[src/rtl/scdec_pkg.sv]
`timescale 1ns / 1ps
`default_nettype none
// ----------------------------------------------------------------------------
// scdec_pkg
// Shared constants, types and the bit-timing preset table of the serial CAN
// ASCII command decoder.
// ----------------------------------------------------------------------------
package scdec_pkg;

  // Line store geometry.
  localparam int LINE_BYTES = 22;
  localparam int IDX_W      = $clog2(LINE_BYTES);
  // Read positions run past the end of the line for long frame lines.
  localparam int POS_W      = $clog2(LINE_BYTES + 32);

  // Control characters and command letters.
  localparam logic [7:0] CHR_CR   = 8'h0D;
  localparam logic [7:0] CHR_BS   = 8'h08;
  localparam logic [7:0] CHR_NUL  = 8'h00;
  localparam logic [7:0] CHR_S    = 8'h53;
  localparam logic [7:0] CHR_O    = 8'h4F;
  localparam logic [7:0] CHR_C    = 8'h43;
  localparam logic [7:0] CHR_V    = 8'h56;
  localparam logic [7:0] CHR_N    = 8'h4E;
  localparam logic [7:0] CHR_STD  = 8'h74;  // 't'
  localparam logic [7:0] CHR_EXT  = 8'h54;  // 'T'
  localparam logic [7:0] CHR_ZERO = 8'h30;
  localparam logic [7:0] CHR_THREE = 8'h33;

  // Result kinds.
  localparam logic [3:0] KIND_FRAME     = 4'd0;
  localparam logic [3:0] KIND_TIMING    = 4'd1;
  localparam logic [3:0] KIND_OPEN      = 4'd2;
  localparam logic [3:0] KIND_CLOSE     = 4'd3;
  localparam logic [3:0] KIND_VERSION   = 4'd4;
  localparam logic [3:0] KIND_SERIAL    = 4'd5;
  localparam logic [3:0] KIND_BELL      = 4'd6;
  localparam logic [3:0] KIND_REJECTED  = 4'd7;
  localparam logic [3:0] KIND_BAD_SPEED = 4'd8;

  // Identifier limits and length limit.
  localparam logic [31:0] STD_ID_MAX = 32'h0000_07FF;
  localparam logic [31:0] EXT_ID_MAX = 32'h1FFF_FFFF;
  localparam logic [3:0]  MAX_LEN    = 4'd8;

  typedef struct packed {
    logic [7:0] prescaler;
    logic [4:0] segment_one;
    logic [3:0] segment_two;
    logic [2:0] jump_width;
  } timing_t;

  typedef struct packed {
    logic        is_hex;
    logic [3:0]  nibble;
    logic [31:0] acc;
    logic        stop;
  } hex_res_t;

  typedef struct packed {
    logic [3:0]  kind;
    logic        extended_id;
    logic [28:0] identifier;
    logic [3:0]  length;
    logic [31:0] data_low;
    logic [31:0] data_high;
    logic [1:0]  speed_preset;
    logic [7:0]  prescaler;
    logic [4:0]  segment_one;
    logic [3:0]  segment_two;
    logic [2:0]  jump_width;
  } res_t;

  function automatic timing_t preset_timing(input logic [1:0] sel);
    timing_t t;
    case (sel)
      2'd0:    t = '{prescaler: 8'd104, segment_one: 5'd14, segment_two: 4'd8,
                     jump_width: 3'd4};
      2'd1:    t = '{prescaler: 8'd80, segment_one: 5'd12, segment_two: 4'd8,
                     jump_width: 3'd4};
      2'd2:    t = '{prescaler: 8'd8, segment_one: 5'd15, segment_two: 4'd4,
                     jump_width: 3'd3};
      default: t = '{prescaler: 8'd10, segment_one: 5'd7, segment_two: 4'd5,
                     jump_width: 3'd4};
    endcase
    return t;
  endfunction

endpackage
`default_nettype wire

[src/rtl/scdec_ifs.sv]
`timescale 1ns / 1ps
`default_nettype none
// ----------------------------------------------------------------------------
// scdec_ifs
// Valid/ready channels of the decoder: received bytes in, decoded requests out.
// ----------------------------------------------------------------------------
interface scdec_in_if;
  logic       valid;
  logic       ready;
  logic [7:0] rx_byte;

  modport source (output valid, output rx_byte, input ready);
  modport sink   (input valid, input rx_byte, output ready);
endinterface

interface scdec_out_if;
  logic        valid;
  logic        ready;
  logic [3:0]  kind;
  logic        extended_id;
  logic [28:0] identifier;
  logic [3:0]  length;
  logic [31:0] data_low;
  logic [31:0] data_high;
  logic [1:0]  speed_preset;
  logic [7:0]  prescaler;
  logic [4:0]  segment_one;
  logic [3:0]  segment_two;
  logic [2:0]  jump_width;

  modport source (output valid, output kind, output extended_id, output identifier,
                  output length, output data_low, output data_high,
                  output speed_preset, output prescaler, output segment_one,
                  output segment_two, output jump_width, input ready);
  modport sink   (input valid, input kind, input extended_id, input identifier,
                  input length, input data_low, input data_high,
                  input speed_preset, input prescaler, input segment_one,
                  input segment_two, input jump_width, output ready);
endinterface
`default_nettype wire

[src/rtl/scdec_hex_acc.sv]
`timescale 1ns / 1ps
`default_nettype none
// ----------------------------------------------------------------------------
// scdec_hex_acc
// Shared hex digit unit: classifies one character and shifts its nibble into
// the running field value until the first non-hex character.
// ----------------------------------------------------------------------------
module scdec_hex_acc import scdec_pkg::*; (
  input  logic [7:0]  chr,
  input  logic [31:0] acc_in,
  input  logic        stop_in,
  output hex_res_t    res
);

  always_comb begin
    res.is_hex = 1'b1;
    res.nibble = 4'd0;
    if (chr >= 8'h30 && chr <= 8'h39) begin
      res.nibble = 4'(chr - 8'h30);
    end else if (chr >= 8'h41 && chr <= 8'h46) begin
      res.nibble = 4'(chr - 8'h37);
    end else if (chr >= 8'h61 && chr <= 8'h66) begin
      res.nibble = 4'(chr - 8'h57);
    end else begin
      res.is_hex = 1'b0;
    end
    res.stop = stop_in | ~res.is_hex;
    res.acc  = res.stop ? acc_in : {acc_in[27:0], res.nibble};
  end

endmodule
`default_nettype wire

[src/rtl/scdec_line_store.sv]
`timescale 1ns / 1ps
`default_nettype none
// ----------------------------------------------------------------------------
// scdec_line_store
// Line buffer with write index: stores bytes, handles backspace, overflow and
// the line terminator, and serves one read position per cycle.
// ----------------------------------------------------------------------------
module scdec_line_store import scdec_pkg::*; (
  input  logic             clk,
  input  logic             rst_n,
  input  logic             wr_en,
  input  logic [7:0]       wr_byte,
  input  logic [POS_W-1:0] rd_pos,
  output logic [7:0]       rd_data
);

  localparam logic [IDX_W-1:0] LAST_IDX = IDX_W'(LINE_BYTES - 1);
  localparam logic [POS_W-1:0] LINE_POS = POS_W'(LINE_BYTES);

  logic [7:0]       store_r [LINE_BYTES];
  logic [IDX_W-1:0] idx_r;

  always_ff @(posedge clk) begin
    if (!rst_n) begin
      for (int i = 0; i < LINE_BYTES; i++) begin
        store_r[i] <= 8'h00;
      end
      idx_r <= '0;
    end else if (wr_en) begin
      if (wr_byte == CHR_CR) begin
        store_r[idx_r] <= CHR_NUL;
        idx_r          <= '0;
      end else if (wr_byte == CHR_BS) begin
        if (idx_r != '0) begin
          idx_r <= idx_r - 1'b1;
        end
      end else begin
        store_r[idx_r] <= wr_byte;
        idx_r          <= (idx_r == LAST_IDX) ? '0 : idx_r + 1'b1;
      end
    end
  end

  // Positions beyond the buffer read as zero.
  assign rd_data = (rd_pos < LINE_POS) ? store_r[rd_pos[IDX_W-1:0]] : 8'h00;

endmodule
`default_nettype wire

[src/rtl/serial_can_ascii_command_decoder_top.sv]
`timescale 1ns / 1ps
`default_nettype none
// ----------------------------------------------------------------------------
// serial_can_ascii_command_decoder_top
// Serial CAN ASCII command decoder: collects received bytes into a line and
// decodes each completed line into one request.
// ----------------------------------------------------------------------------
// A received byte other than carriage return is accepted while idle and
// only updates the line buffer. A carriage return starts a decode that walks
// the stored line one character per cycle through a single shared hex digit
// unit, and the input is not ready until the decode has finished. A decoded
// request waits in an output register; when the previous request has not
// been taken yet, the decode holds in its final step until the register is
// free. The line buffer is cleared by reset itself, so no clearing pass
// follows reset. An empty line produces no request.
// ----------------------------------------------------------------------------
module serial_can_ascii_command_decoder_top import scdec_pkg::*; (
  input  logic         clk,
  input  logic         rst_n,
  scdec_in_if.sink     in_ch,
  scdec_out_if.source  out_ch
);

  localparam logic [2:0] ST_IDLE  = 3'd0;
  localparam logic [2:0] ST_FIRST = 3'd1;
  localparam logic [2:0] ST_SEL   = 3'd2;
  localparam logic [2:0] ST_ID    = 3'd3;
  localparam logic [2:0] ST_LEN   = 3'd4;
  localparam logic [2:0] ST_DATA  = 3'd5;
  localparam logic [2:0] ST_OUT   = 3'd6;

  logic [2:0]       state_r, state_nxt;
  logic [POS_W-1:0] pos_r, pos_nxt;
  logic [3:0]       cnt_r, cnt_nxt;
  logic [31:0]      acc_r, acc_nxt;
  logic             stop_r, stop_nxt;
  logic [63:0]      data_r, data_nxt;
  res_t             work_r, work_nxt;
  res_t             out_r, out_nxt;
  logic             out_valid_r;

  logic             in_take;
  logic [7:0]       rd_data;
  hex_res_t         hex;
  timing_t          timing;
  logic [3:0]       id_last;
  logic [3:0]       len_digit;
  logic [4:0]       data_last;
  logic             out_free;
  logic             out_load;

  assign in_ch.ready = (state_r == ST_IDLE);
  assign in_take     = in_ch.valid & in_ch.ready;
  assign out_free    = ~out_valid_r | out_ch.ready;
  assign out_load    = (state_r == ST_OUT) & out_free;

  scdec_line_store u_store (
    .clk     (clk),
    .rst_n   (rst_n),
    .wr_en   (in_take),
    .wr_byte (in_ch.rx_byte),
    .rd_pos  (pos_r),
    .rd_data (rd_data)
  );

  // The one hex unit serves identifier, length and data digits alike.
  scdec_hex_acc u_hex (
    .chr     (rd_data),
    .acc_in  (acc_r),
    .stop_in (stop_r),
    .res     (hex)
  );

  assign timing    = preset_timing(rd_data[1:0]);
  assign id_last   = work_r.extended_id ? 4'd7 : 4'd2;
  assign len_digit = hex.is_hex ? hex.nibble : 4'd0;
  assign data_last = 5'({work_r.length, 1'b0} - 5'd1);

  // Decode sequencer: one stored character per cycle.
  always_comb begin
    state_nxt = state_r;
    pos_nxt   = pos_r;
    cnt_nxt   = cnt_r;
    acc_nxt   = acc_r;
    stop_nxt  = stop_r;
    data_nxt  = data_r;
    work_nxt  = work_r;
    unique case (state_r)
      ST_IDLE: begin
        if (in_take && in_ch.rx_byte == CHR_CR) begin
          state_nxt = ST_FIRST;
          pos_nxt   = '0;
          work_nxt  = '0;
          data_nxt  = '0;
        end
      end
      ST_FIRST: begin
        pos_nxt  = POS_W'(1);
        cnt_nxt  = 4'd0;
        acc_nxt  = 32'd0;
        stop_nxt = 1'b0;
        unique case (rd_data)
          CHR_NUL: state_nxt = ST_IDLE;
          CHR_S:   state_nxt = ST_SEL;
          CHR_O: begin
            work_nxt.kind = KIND_OPEN;
            state_nxt     = ST_OUT;
          end
          CHR_C: begin
            work_nxt.kind = KIND_CLOSE;
            state_nxt     = ST_OUT;
          end
          CHR_V: begin
            work_nxt.kind = KIND_VERSION;
            state_nxt     = ST_OUT;
          end
          CHR_N: begin
            work_nxt.kind = KIND_SERIAL;
            state_nxt     = ST_OUT;
          end
          CHR_STD: begin
            work_nxt.extended_id = 1'b0;
            state_nxt            = ST_ID;
          end
          CHR_EXT: begin
            work_nxt.extended_id = 1'b1;
            state_nxt            = ST_ID;
          end
          default: begin
            work_nxt.kind = KIND_BELL;
            state_nxt     = ST_OUT;
          end
        endcase
      end
      ST_SEL: begin
        if (rd_data >= CHR_ZERO && rd_data <= CHR_THREE) begin
          work_nxt.kind         = KIND_TIMING;
          work_nxt.speed_preset = rd_data[1:0];
          work_nxt.prescaler    = timing.prescaler;
          work_nxt.segment_one  = timing.segment_one;
          work_nxt.segment_two  = timing.segment_two;
          work_nxt.jump_width   = timing.jump_width;
        end else begin
          work_nxt.kind = KIND_BAD_SPEED;
        end
        state_nxt = ST_OUT;
      end
      ST_ID: begin
        acc_nxt  = hex.acc;
        stop_nxt = hex.stop;
        pos_nxt  = pos_r + 1'b1;
        cnt_nxt  = cnt_r + 1'b1;
        if (cnt_r == id_last) begin
          stop_nxt  = 1'b0;
          state_nxt = ST_LEN;
        end
      end
      ST_LEN: begin
        pos_nxt  = pos_r + 1'b1;
        cnt_nxt  = 4'd0;
        acc_nxt  = 32'd0;
        stop_nxt = 1'b0;
        if (len_digit > MAX_LEN ||
            acc_r > (work_r.extended_id ? EXT_ID_MAX : STD_ID_MAX)) begin
          work_nxt.kind = KIND_REJECTED;
          state_nxt     = ST_OUT;
        end else begin
          work_nxt.kind       = KIND_FRAME;
          work_nxt.identifier = acc_r[28:0];
          work_nxt.length     = len_digit;
          state_nxt           = (len_digit == 4'd0) ? ST_OUT : ST_DATA;
        end
      end
      ST_DATA: begin
        pos_nxt  = pos_r + 1'b1;
        cnt_nxt  = cnt_r + 1'b1;
        acc_nxt  = hex.acc;
        stop_nxt = hex.stop;
        // The second digit of a pair closes the byte.
        if (cnt_r[0]) begin
          data_nxt[{cnt_r[3:1], 3'b000} +: 8] = hex.acc[7:0];
          acc_nxt  = 32'd0;
          stop_nxt = 1'b0;
        end
        if ({1'b0, cnt_r} == data_last) begin
          state_nxt = ST_OUT;
        end
      end
      ST_OUT: begin
        if (out_free) begin
          state_nxt = ST_IDLE;
        end
      end
      default: state_nxt = ST_IDLE;
    endcase
  end

  // The finished request with its collected data bytes.
  always_comb begin
    out_nxt           = work_r;
    out_nxt.data_low  = data_r[31:0];
    out_nxt.data_high = data_r[63:32];
  end

  always_ff @(posedge clk) begin
    if (!rst_n) begin
      state_r     <= ST_IDLE;
      out_valid_r <= 1'b0;
    end else begin
      state_r <= state_nxt;
      if (out_load) begin
        out_valid_r <= 1'b1;
      end else if (out_ch.ready) begin
        out_valid_r <= 1'b0;
      end
    end
  end

  always_ff @(posedge clk) begin
    pos_r  <= pos_nxt;
    cnt_r  <= cnt_nxt;
    acc_r  <= acc_nxt;
    stop_r <= stop_nxt;
    data_r <= data_nxt;
    work_r <= work_nxt;
    if (out_load) begin
      out_r <= out_nxt;
    end
  end

  assign out_ch.valid        = out_valid_r;
  assign out_ch.kind         = out_r.kind;
  assign out_ch.extended_id  = out_r.extended_id;
  assign out_ch.identifier   = out_r.identifier;
  assign out_ch.length       = out_r.length;
  assign out_ch.data_low     = out_r.data_low;
  assign out_ch.data_high    = out_r.data_high;
  assign out_ch.speed_preset = out_r.speed_preset;
  assign out_ch.prescaler    = out_r.prescaler;
  assign out_ch.segment_one  = out_r.segment_one;
  assign out_ch.segment_two  = out_r.segment_two;
  assign out_ch.jump_width   = out_r.jump_width;

  // A carriage return always starts a decode, so the input closes next cycle.
  a_cr_starts_decode: assert property (@(posedge clk) disable iff (!rst_n)
    (in_take && in_ch.rx_byte == CHR_CR) |=> !in_ch.ready)
    else $error("carriage return did not start a decode");

  // A new request only appears out of the final decode step.
  a_request_from_out_step: assert property (@(posedge clk) disable iff (!rst_n)
    $rose(out_valid_r) |-> $past(state_r) == ST_OUT)
    else $error("request raised outside the final decode step");

  // A delivered frame never exceeds the data length limit.
  a_frame_len: assert property (@(posedge clk) disable iff (!rst_n)
    (out_valid_r && out_r.kind == KIND_FRAME) |-> out_r.length <= MAX_LEN)
    else $error("frame request with length above limit");

  // A standard frame keeps its identifier within 11 bits.
  a_std_id: assert property (@(posedge clk) disable iff (!rst_n)
    (out_valid_r && out_r.kind == KIND_FRAME && !out_r.extended_id)
      |-> out_r.identifier[28:11] == '0)
    else $error("standard frame identifier above 11 bits");

endmodule
`default_nettype wire
[src/flat_wrapper.sv]
// flat-port wrapper written by rule: the top's interface ports become plain ports
module serial_can_ascii_command_decoder_top_flat import scdec_pkg::*;
  (clk, rst_n, in_ch_valid, in_ch_rx_byte, in_ch_ready, out_ch_valid, out_ch_kind, out_ch_extended_id, out_ch_identifier, out_ch_length, out_ch_data_low, out_ch_data_high, out_ch_speed_preset, out_ch_prescaler, out_ch_segment_one, out_ch_segment_two, out_ch_jump_width, out_ch_ready);
  scdec_in_if in_ch_i ();
  scdec_out_if out_ch_i ();
  input  logic clk;
  input  logic rst_n;
  input wire logic [$bits(in_ch_i.valid)-1:0] in_ch_valid;
  input wire logic [$bits(in_ch_i.rx_byte)-1:0] in_ch_rx_byte;
  output wire logic [$bits(in_ch_i.ready)-1:0] in_ch_ready;
  output wire logic [$bits(out_ch_i.valid)-1:0] out_ch_valid;
  output wire logic [$bits(out_ch_i.kind)-1:0] out_ch_kind;
  output wire logic [$bits(out_ch_i.extended_id)-1:0] out_ch_extended_id;
  output wire logic [$bits(out_ch_i.identifier)-1:0] out_ch_identifier;
  output wire logic [$bits(out_ch_i.length)-1:0] out_ch_length;
  output wire logic [$bits(out_ch_i.data_low)-1:0] out_ch_data_low;
  output wire logic [$bits(out_ch_i.data_high)-1:0] out_ch_data_high;
  output wire logic [$bits(out_ch_i.speed_preset)-1:0] out_ch_speed_preset;
  output wire logic [$bits(out_ch_i.prescaler)-1:0] out_ch_prescaler;
  output wire logic [$bits(out_ch_i.segment_one)-1:0] out_ch_segment_one;
  output wire logic [$bits(out_ch_i.segment_two)-1:0] out_ch_segment_two;
  output wire logic [$bits(out_ch_i.jump_width)-1:0] out_ch_jump_width;
  input wire logic [$bits(out_ch_i.ready)-1:0] out_ch_ready;
  assign in_ch_i.valid = in_ch_valid;
  assign in_ch_i.rx_byte = in_ch_rx_byte;
  assign in_ch_ready = in_ch_i.ready;
  assign out_ch_valid = out_ch_i.valid;
  assign out_ch_kind = out_ch_i.kind;
  assign out_ch_extended_id = out_ch_i.extended_id;
  assign out_ch_identifier = out_ch_i.identifier;
  assign out_ch_length = out_ch_i.length;
  assign out_ch_data_low = out_ch_i.data_low;
  assign out_ch_data_high = out_ch_i.data_high;
  assign out_ch_speed_preset = out_ch_i.speed_preset;
  assign out_ch_prescaler = out_ch_i.prescaler;
  assign out_ch_segment_one = out_ch_i.segment_one;
  assign out_ch_segment_two = out_ch_i.segment_two;
  assign out_ch_jump_width = out_ch_i.jump_width;
  assign out_ch_i.ready = out_ch_ready;
  serial_can_ascii_command_decoder_top u_core (.clk(clk), .rst_n(rst_n), .in_ch(in_ch_i), .out_ch(out_ch_i));
endmodule
[config.mk]
export PLATFORM = sky130hd
export DESIGN_NAME = serial_can_ascii_command_decoder_top_flat
export DESIGN_NICKNAME = d
export VERILOG_FILES = /design/src/rtl/scdec_pkg.sv /design/src/rtl/scdec_ifs.sv /design/src/rtl/scdec_hex_acc.sv /design/src/rtl/scdec_line_store.sv /design/src/rtl/serial_can_ascii_command_decoder_top.sv /design/src/flat_wrapper.sv
export SDC_FILE = /design/constraint.sdc
export NUM_CORES = 1
export LEC_CHECK = 0
export ABC_CLOCK_PERIOD_IN_PS = 6350
export BUFFER_PORTS_ARGS = -buffer_cell sky130_fd_sc_hd__buf_2
export CAP_MARGIN = 20
export CORE_MARGIN = 3
export CORE_UTILIZATION = 54
export CTS_CLUSTER_DIAMETER = 150
export DETAILED_ROUTE_END_ITERATION = 16
export MAX_ROUTING_LAYER = met4
export PLACE_DENSITY = 0.74
export SLEW_MARGIN = 20
export SYNTH_ARGS = -nofsm -noshare
export SYNTH_HDL_FRONTEND = slang
export SYNTH_HIERARCHICAL = 1
export SYNTH_SLANG_ARGS = --single-unit
[constraint.sdc]
create_clock -name clk -period 6.35 [get_ports clk]
set_input_delay 0.635 -clock clk [delete_from_list [all_inputs] [get_ports clk]]
set_output_delay 0.635 -clock clk [all_outputs]
set_load 0.05 [all_outputs]
# Word level (Yosys, flattened, before mapping)
# Memories as Yosys holds them, arrays and structs flattened. A register that Yosys moved wholly into a read port is not among the register bits.
# Index checks and enable logic that the tools add are counted.
# Widths: inputs -> output; s select.
[totals] wordCells=185 reg_bits=300 n_memories=1 mem_bits_rw=176
[mem_list] memory="u_core.u_store.store_r" words=22 width=8 rd=1 rd_ports_with_merged_regs=1 wr=22 line_no="scdec_line_store.sv:20" rtl="logic [7:0] store_r [LINE_BYTES];"
[classes] bitwise_logic=7 n_reduce_logical=34 addsub=9 n_lt_le_gt_ge=10 muxes=64 n_eq_ne=30 n_shift=2
[op_table] op="$mux 64" count=2
[op_table] op="$pmux 64 s2" count=1
[op_table] op="$mux 124" count=1
[op_table] op="$pmux 32 s3" count=1
[op_table] op="$pmux 33 s2" count=1
[op_table] op="$bwmux 64" count=1
[op_table] op="$mux 32" count=2
[op_table] op="$shift 8x8->64 const A" count=1
[op_table] op="$shiftx 8x8->64" count=1
[op_table] op="$pmux 19 s3" count=1
[op_table] op="$eq 8x7->1 const B" count=7
[op_table] op="$pmux 22 s2" count=1
[op_table] op="$mux 33" count=1
[op_table] op="$gt 32x32->1" count=1
[op_table] op="$mux 5" count=6
[op_table] op="$mux 29" count=1
[op_table] op="$mux 8" count=3
[op_table] op="$mux 22" count=1
[op_table] op="$mux 3" count=7
[op_table] op="$pmux 3 s7" count=1
[op_table] op="$mux 4" count=5
[op_table] op="$pmux 4 s5" count=1
[op_table] op="$mux 1" count=18
[op_table] op="$pmux 6 s3" count=1
[op_table] op="other kinds (53)" count=90

# Logic depth before layout (Yosys ltp)
[logic_depth] depth_word=14 ltp_mapped=19 ltp_nobuf=16

# Hierarchy
# The synthesis kept the hierarchy.
[modules_own_cells] module="serial_can_ascii_command_decoder_top" area_each_um2=11187.0 cells_each=770 instances=1
[modules_own_cells] module="scdec_line_store" area_each_um2=8486.9 cells_each=725 instances=1
[modules_own_cells] module="scdec_hex_acc" area_each_um2=651.9 cells_each=71 instances=1

# Worst setup path after synthesis
# OpenSTA, ideal clock, no wires.
[synth_path] path_kind="register -> register" startpoint="reg u_core.state_r[2]" endpoint="reg u_core.out_r, in the netlist u_core/out_ch.data_high[0], enable pin" arrival_time_ns=5.818 t_required_ns=5.750 stages_incl_launch_ff=4 synth_period_minus_slack_ns=6.418 setup_time_ns=0.600 setup_slack_ns=-0.068 n_path_buf=1 cell_sequence="dfxtp_1 clkbuf_1 nand3_1 nor2b_1"
[synth_via] elab_chain_len=2
[synth_lines] item="from (decl)" line_no="serial_can_ascii_command_decoder_top.sv:32" rtl="logic [2:0] state_r, state_nxt;"
[synth_lines] item="from (signal assigned)" line_no="serial_can_ascii_command_decoder_top.sv:210" rtl="state_r <= state_nxt;"
[synth_lines] item="$eq 3x3->1" line_no="serial_can_ascii_command_decoder_top.sv:55" rtl="assign out_load = (state_r == ST_OUT) & out_free;"
[synth_lines] item="$and 1x1->1" line_no="serial_can_ascii_command_decoder_top.sv:55"
[synth_lines] item="via u_core.out_load" line_no="serial_can_ascii_command_decoder_top.sv:50" rtl="logic out_load;"
[synth_lines] item="to (signal assigned)" line_no="serial_can_ascii_command_decoder_top.sv:227" rtl="out_r <= out_nxt;"
[synth_lines] item="to (decl)" line_no="serial_can_ascii_command_decoder_top.sv:39" rtl="res_t out_r, out_nxt;"
# The timed path passes the listed nets, and every way through them passes these cells.
# A chain may end at the register's enable or synchronous reset.

==> run summary <==
Outcome - completed
Worst Path Max Fanout - 33
Number of routed nets with antenna violations - 0
Post-cts resize count - 0
Clk buf depth - 3
Tmin final - 5.36 ns
CTS tree - done
DR DRC count - 0
Fraction of registers with async set or reset after synthesis - 0
Number of diodes - 0
Clock-pin slew on the worst setup and hold paths - 0.06 ns
Cell Pwr Density - 263 nW/µm²
CP bufs+invs - 4
Fmax - 187 MHz
Overflow after GRT - 0
Cell Area, Synth - 20300 µm²
Clock Skew - 0.0161 ns
CP Class - flip-flop to flip-flop
Setup-failing EPs final - 0
Setup TNS - 0 ns
Later-pin clock latency in the skew report - 0.56 ns
Max_cap viols - 0
Vias per inst - 5.75
Worst slew pin tran - 1.08 ns
Synth Flop Type - edfxtp_1
Core Footprint - 36900 µm²
Die width - 200 µm
Max IR drop VDD - 0.000184 V
RSZ-0062 raised after global routing - false
Slew headroom - 0.281
CP max stage delay - 0.97 ns
Initial antenna violation count - 0
Post-synthesis cell type count - 83
Initial DRC count - 1146
Die Area - 40000 µm²
TritonCTS Buffers - 46
Place WS - 1.15 ns
Worst setup margin - 0.990 ns
Routed vias - 12700
DRT Pass-1 Iters - 5
Syn-to-layout area delta - 12.1%
Global-route wire length before repair - 67800 µm
Crit end category - flip-flop
Synth Instances - 1566
Final std cell area, no fill - 22800 µm²
Placed cells - 2131
Critical path's slowest cell - edfxtp_1
Avg Synthesized Cell Area - 13.0 µm²
Io pins - 138
Final Hold Violating Endpoints - 0
Fin. max-slew vios - 0
Most frequent cells in the layout - 447 x edfxtp_1, 265 x nor2_1, 142 x nand2_1
Most common cell after layout, fill and taps aside - edfxtp_1
Share of cells above drive strength 1 - 0.176
Clock Sinks - 456
Largest net degree at the start of global routing - 99
Leakage power - 0.00816 µW
Root buffer cell - clkbuf_16
Startpoint Class - flip-flop
# rows - 70
Final Instance Count excl. Fillers - 2211
Starting Density - 0.551
Drt total wl - 44300 µm
CP arrival - 5.56 ns
Required @ worst endpoint - 6.55 ns
Ys Warns - 6
Die Ht - 200 µm
EDFF count, synth - 447
CP Cell Sequence - clkinv_1 -> nor2_1 -> a21oi_1 -> a21oi_1 -> a211oi_2 -> buf_4 -> inv_1 -> ha_1 -> or3b_1 -> and3_4 -> a22o_1 -> nor3_1 -> nor2_1 -> a21oi_2 -> a22o_1 -> buf_4
Setup bufs post-CTS - 0
H-tree depth - 2
Post-placement cell area - 21400 µm²
GRT Resource Usage Total - 0.226
Routed len/inst - 20.0 µm
#FFs+latches synth - 456
Fillers - 2775
GP Congestion - 0.898
DP HPWL - 30000 µm
Crit share post-route - 0.844
Seq/Total Area, Yosys - 0.669
Vias in the first global route - 12200
PortBufs - 132
Worst hold path type - flip-flop to flip-flop
Hold_buf cts - 0
Top Family by Delay on Critical Path - simple AND/OR/NAND/NOR gates
Final-stage net count - 1719
-- per-layer routing --
metal	vias to the layer above	global-route usage	part of all wire	wire, µm
met5	-	-	0	0
met4	0	0.0685	0.026	1160
met3	84	0.0374	0.067	2950
met2	493	0.380	0.51	22600
met1	6211	0.284	0.40	17600
li1	5932	-	-	-
-- final timing paths --
kind	startpoint	end	slack, ns	cells past startpoint
worst min register to register	u_core/out_nxt[106]$_SDFFCE_PN0P_	u_core/out_ch.identifier[16]$_DFFE_PP_	0.41	0
worst max register to register	u_core/pos_r[1]$_SDFFCE_PN0P_	u_core/out_nxt[112]$_SDFFCE_PN0P_	0.99	16
worst min-delay path	u_core/out_nxt[106]$_SDFFCE_PN0P_	u_core/out_ch.identifier[16]$_DFFE_PP_	0.41	0
worst max-delay path	u_core/pos_r[1]$_SDFFCE_PN0P_	u_core/out_nxt[112]$_SDFFCE_PN0P_	0.99	16
-- power breakdown --
part           switching (µW)  leakage [µW]  internal (µW)
combinational             120       0.00302           45.0
clock                    1050      0.000662           1430
sequential               22.1       0.00448           3320
-- worst register-to-register path, delay by kind of cell (launching register included) --
kind / cells / cell delay, ns
compound gates: 6 / 0.94
fa+ha+maj: 1 / 0.18
buf+inv: 4 / 1.17
flops: 1 / 0.97
simple gates: 5 / 1.73
-- sequential cells by signal (all words and copies together) (netlist names), 5 cells and up --
signal / count
u_core/out_ch.data_low: 32
u_core/out_ch.identifier: 29
u_core/u_store/store_r: 176
u_core/pos_r: 6
u_core/out_nxt: 50
u_core/data_r: 64
u_core/out_ch.data_high: 32
u_core/u_store/idx_r: 5
u_core/acc_r: 32
-- stage by stage --
stage	utilization	hold WS (ns)	total power (µW)
3_3_place_gp	0.579	0.402	3560
2_1_floorplan	-	0.400	3510
6_report	0.618	0.415	5990
4_1_cts	0.617	0.416	6030
5_1_grt	0.618	0.415	6160
3_5_place_dp	0.580	0.405	3570
-- logic make-up (layout without fill, tap and decap cells) --
| family | Yosys count | after routing | share of synthesized area |
|---|---|---|---|
| flip-flops | 456 | 456 | 0.669 |
| buffers and inverters | 121 | 258 | 0.0288 |
| AO/OA/AOI/OAI | 194 | 194 | 0.0643 |
| AND/OR/NAND/NOR | 628 | 628 | 0.145 |
| multiplexers | 122 | 122 | 0.0672 |
| adder cells (fa/ha/maj) | 31 | 31 | 0.0191 |
| XOR/XNOR | 13 | 13 | 0.00628 |
| other | 1 | 5 | 0.000184 |
-- synth_stat cells (all sizes together) (6+ instances only) --
master,n,area (µm²)
a211oi,11,82.6
a21oi,77,400
a22oi,8,60.1
a31oi,6,37.5
and2,67,419
and3,17,111
buf,51,323
clkbuf,42,158
dfxtp,9,180
edfxtp,447,13400
ha,31,388
inv,26,97.6
mux2,35,394
mux2i,79,791
mux4,8,180
nand2,161,649
nand2b,6,37.5
nand3,36,185
nand4,7,58.8
nor2,265,995
nor2b,8,50.1
nor3,34,191
nor4,6,52.6
o2111ai,9,78.8
o21ai,23,138
o22ai,18,113
xnor2,6,52.6
xor2,6,52.6
-- final cells by class --
cell class	instances	area, µm²	share of cell area
clock buffers	57	1210	0.0533
repair buffers	151	881	0.0387
clock inverters	22	154	0.00675
inverters	28	105	0.00461
flip-flops and latches	456	13600	0.597
well taps	504	631	0.0277
multi-input cells	993	6200	0.272
(Power assumes the default switching activity.)
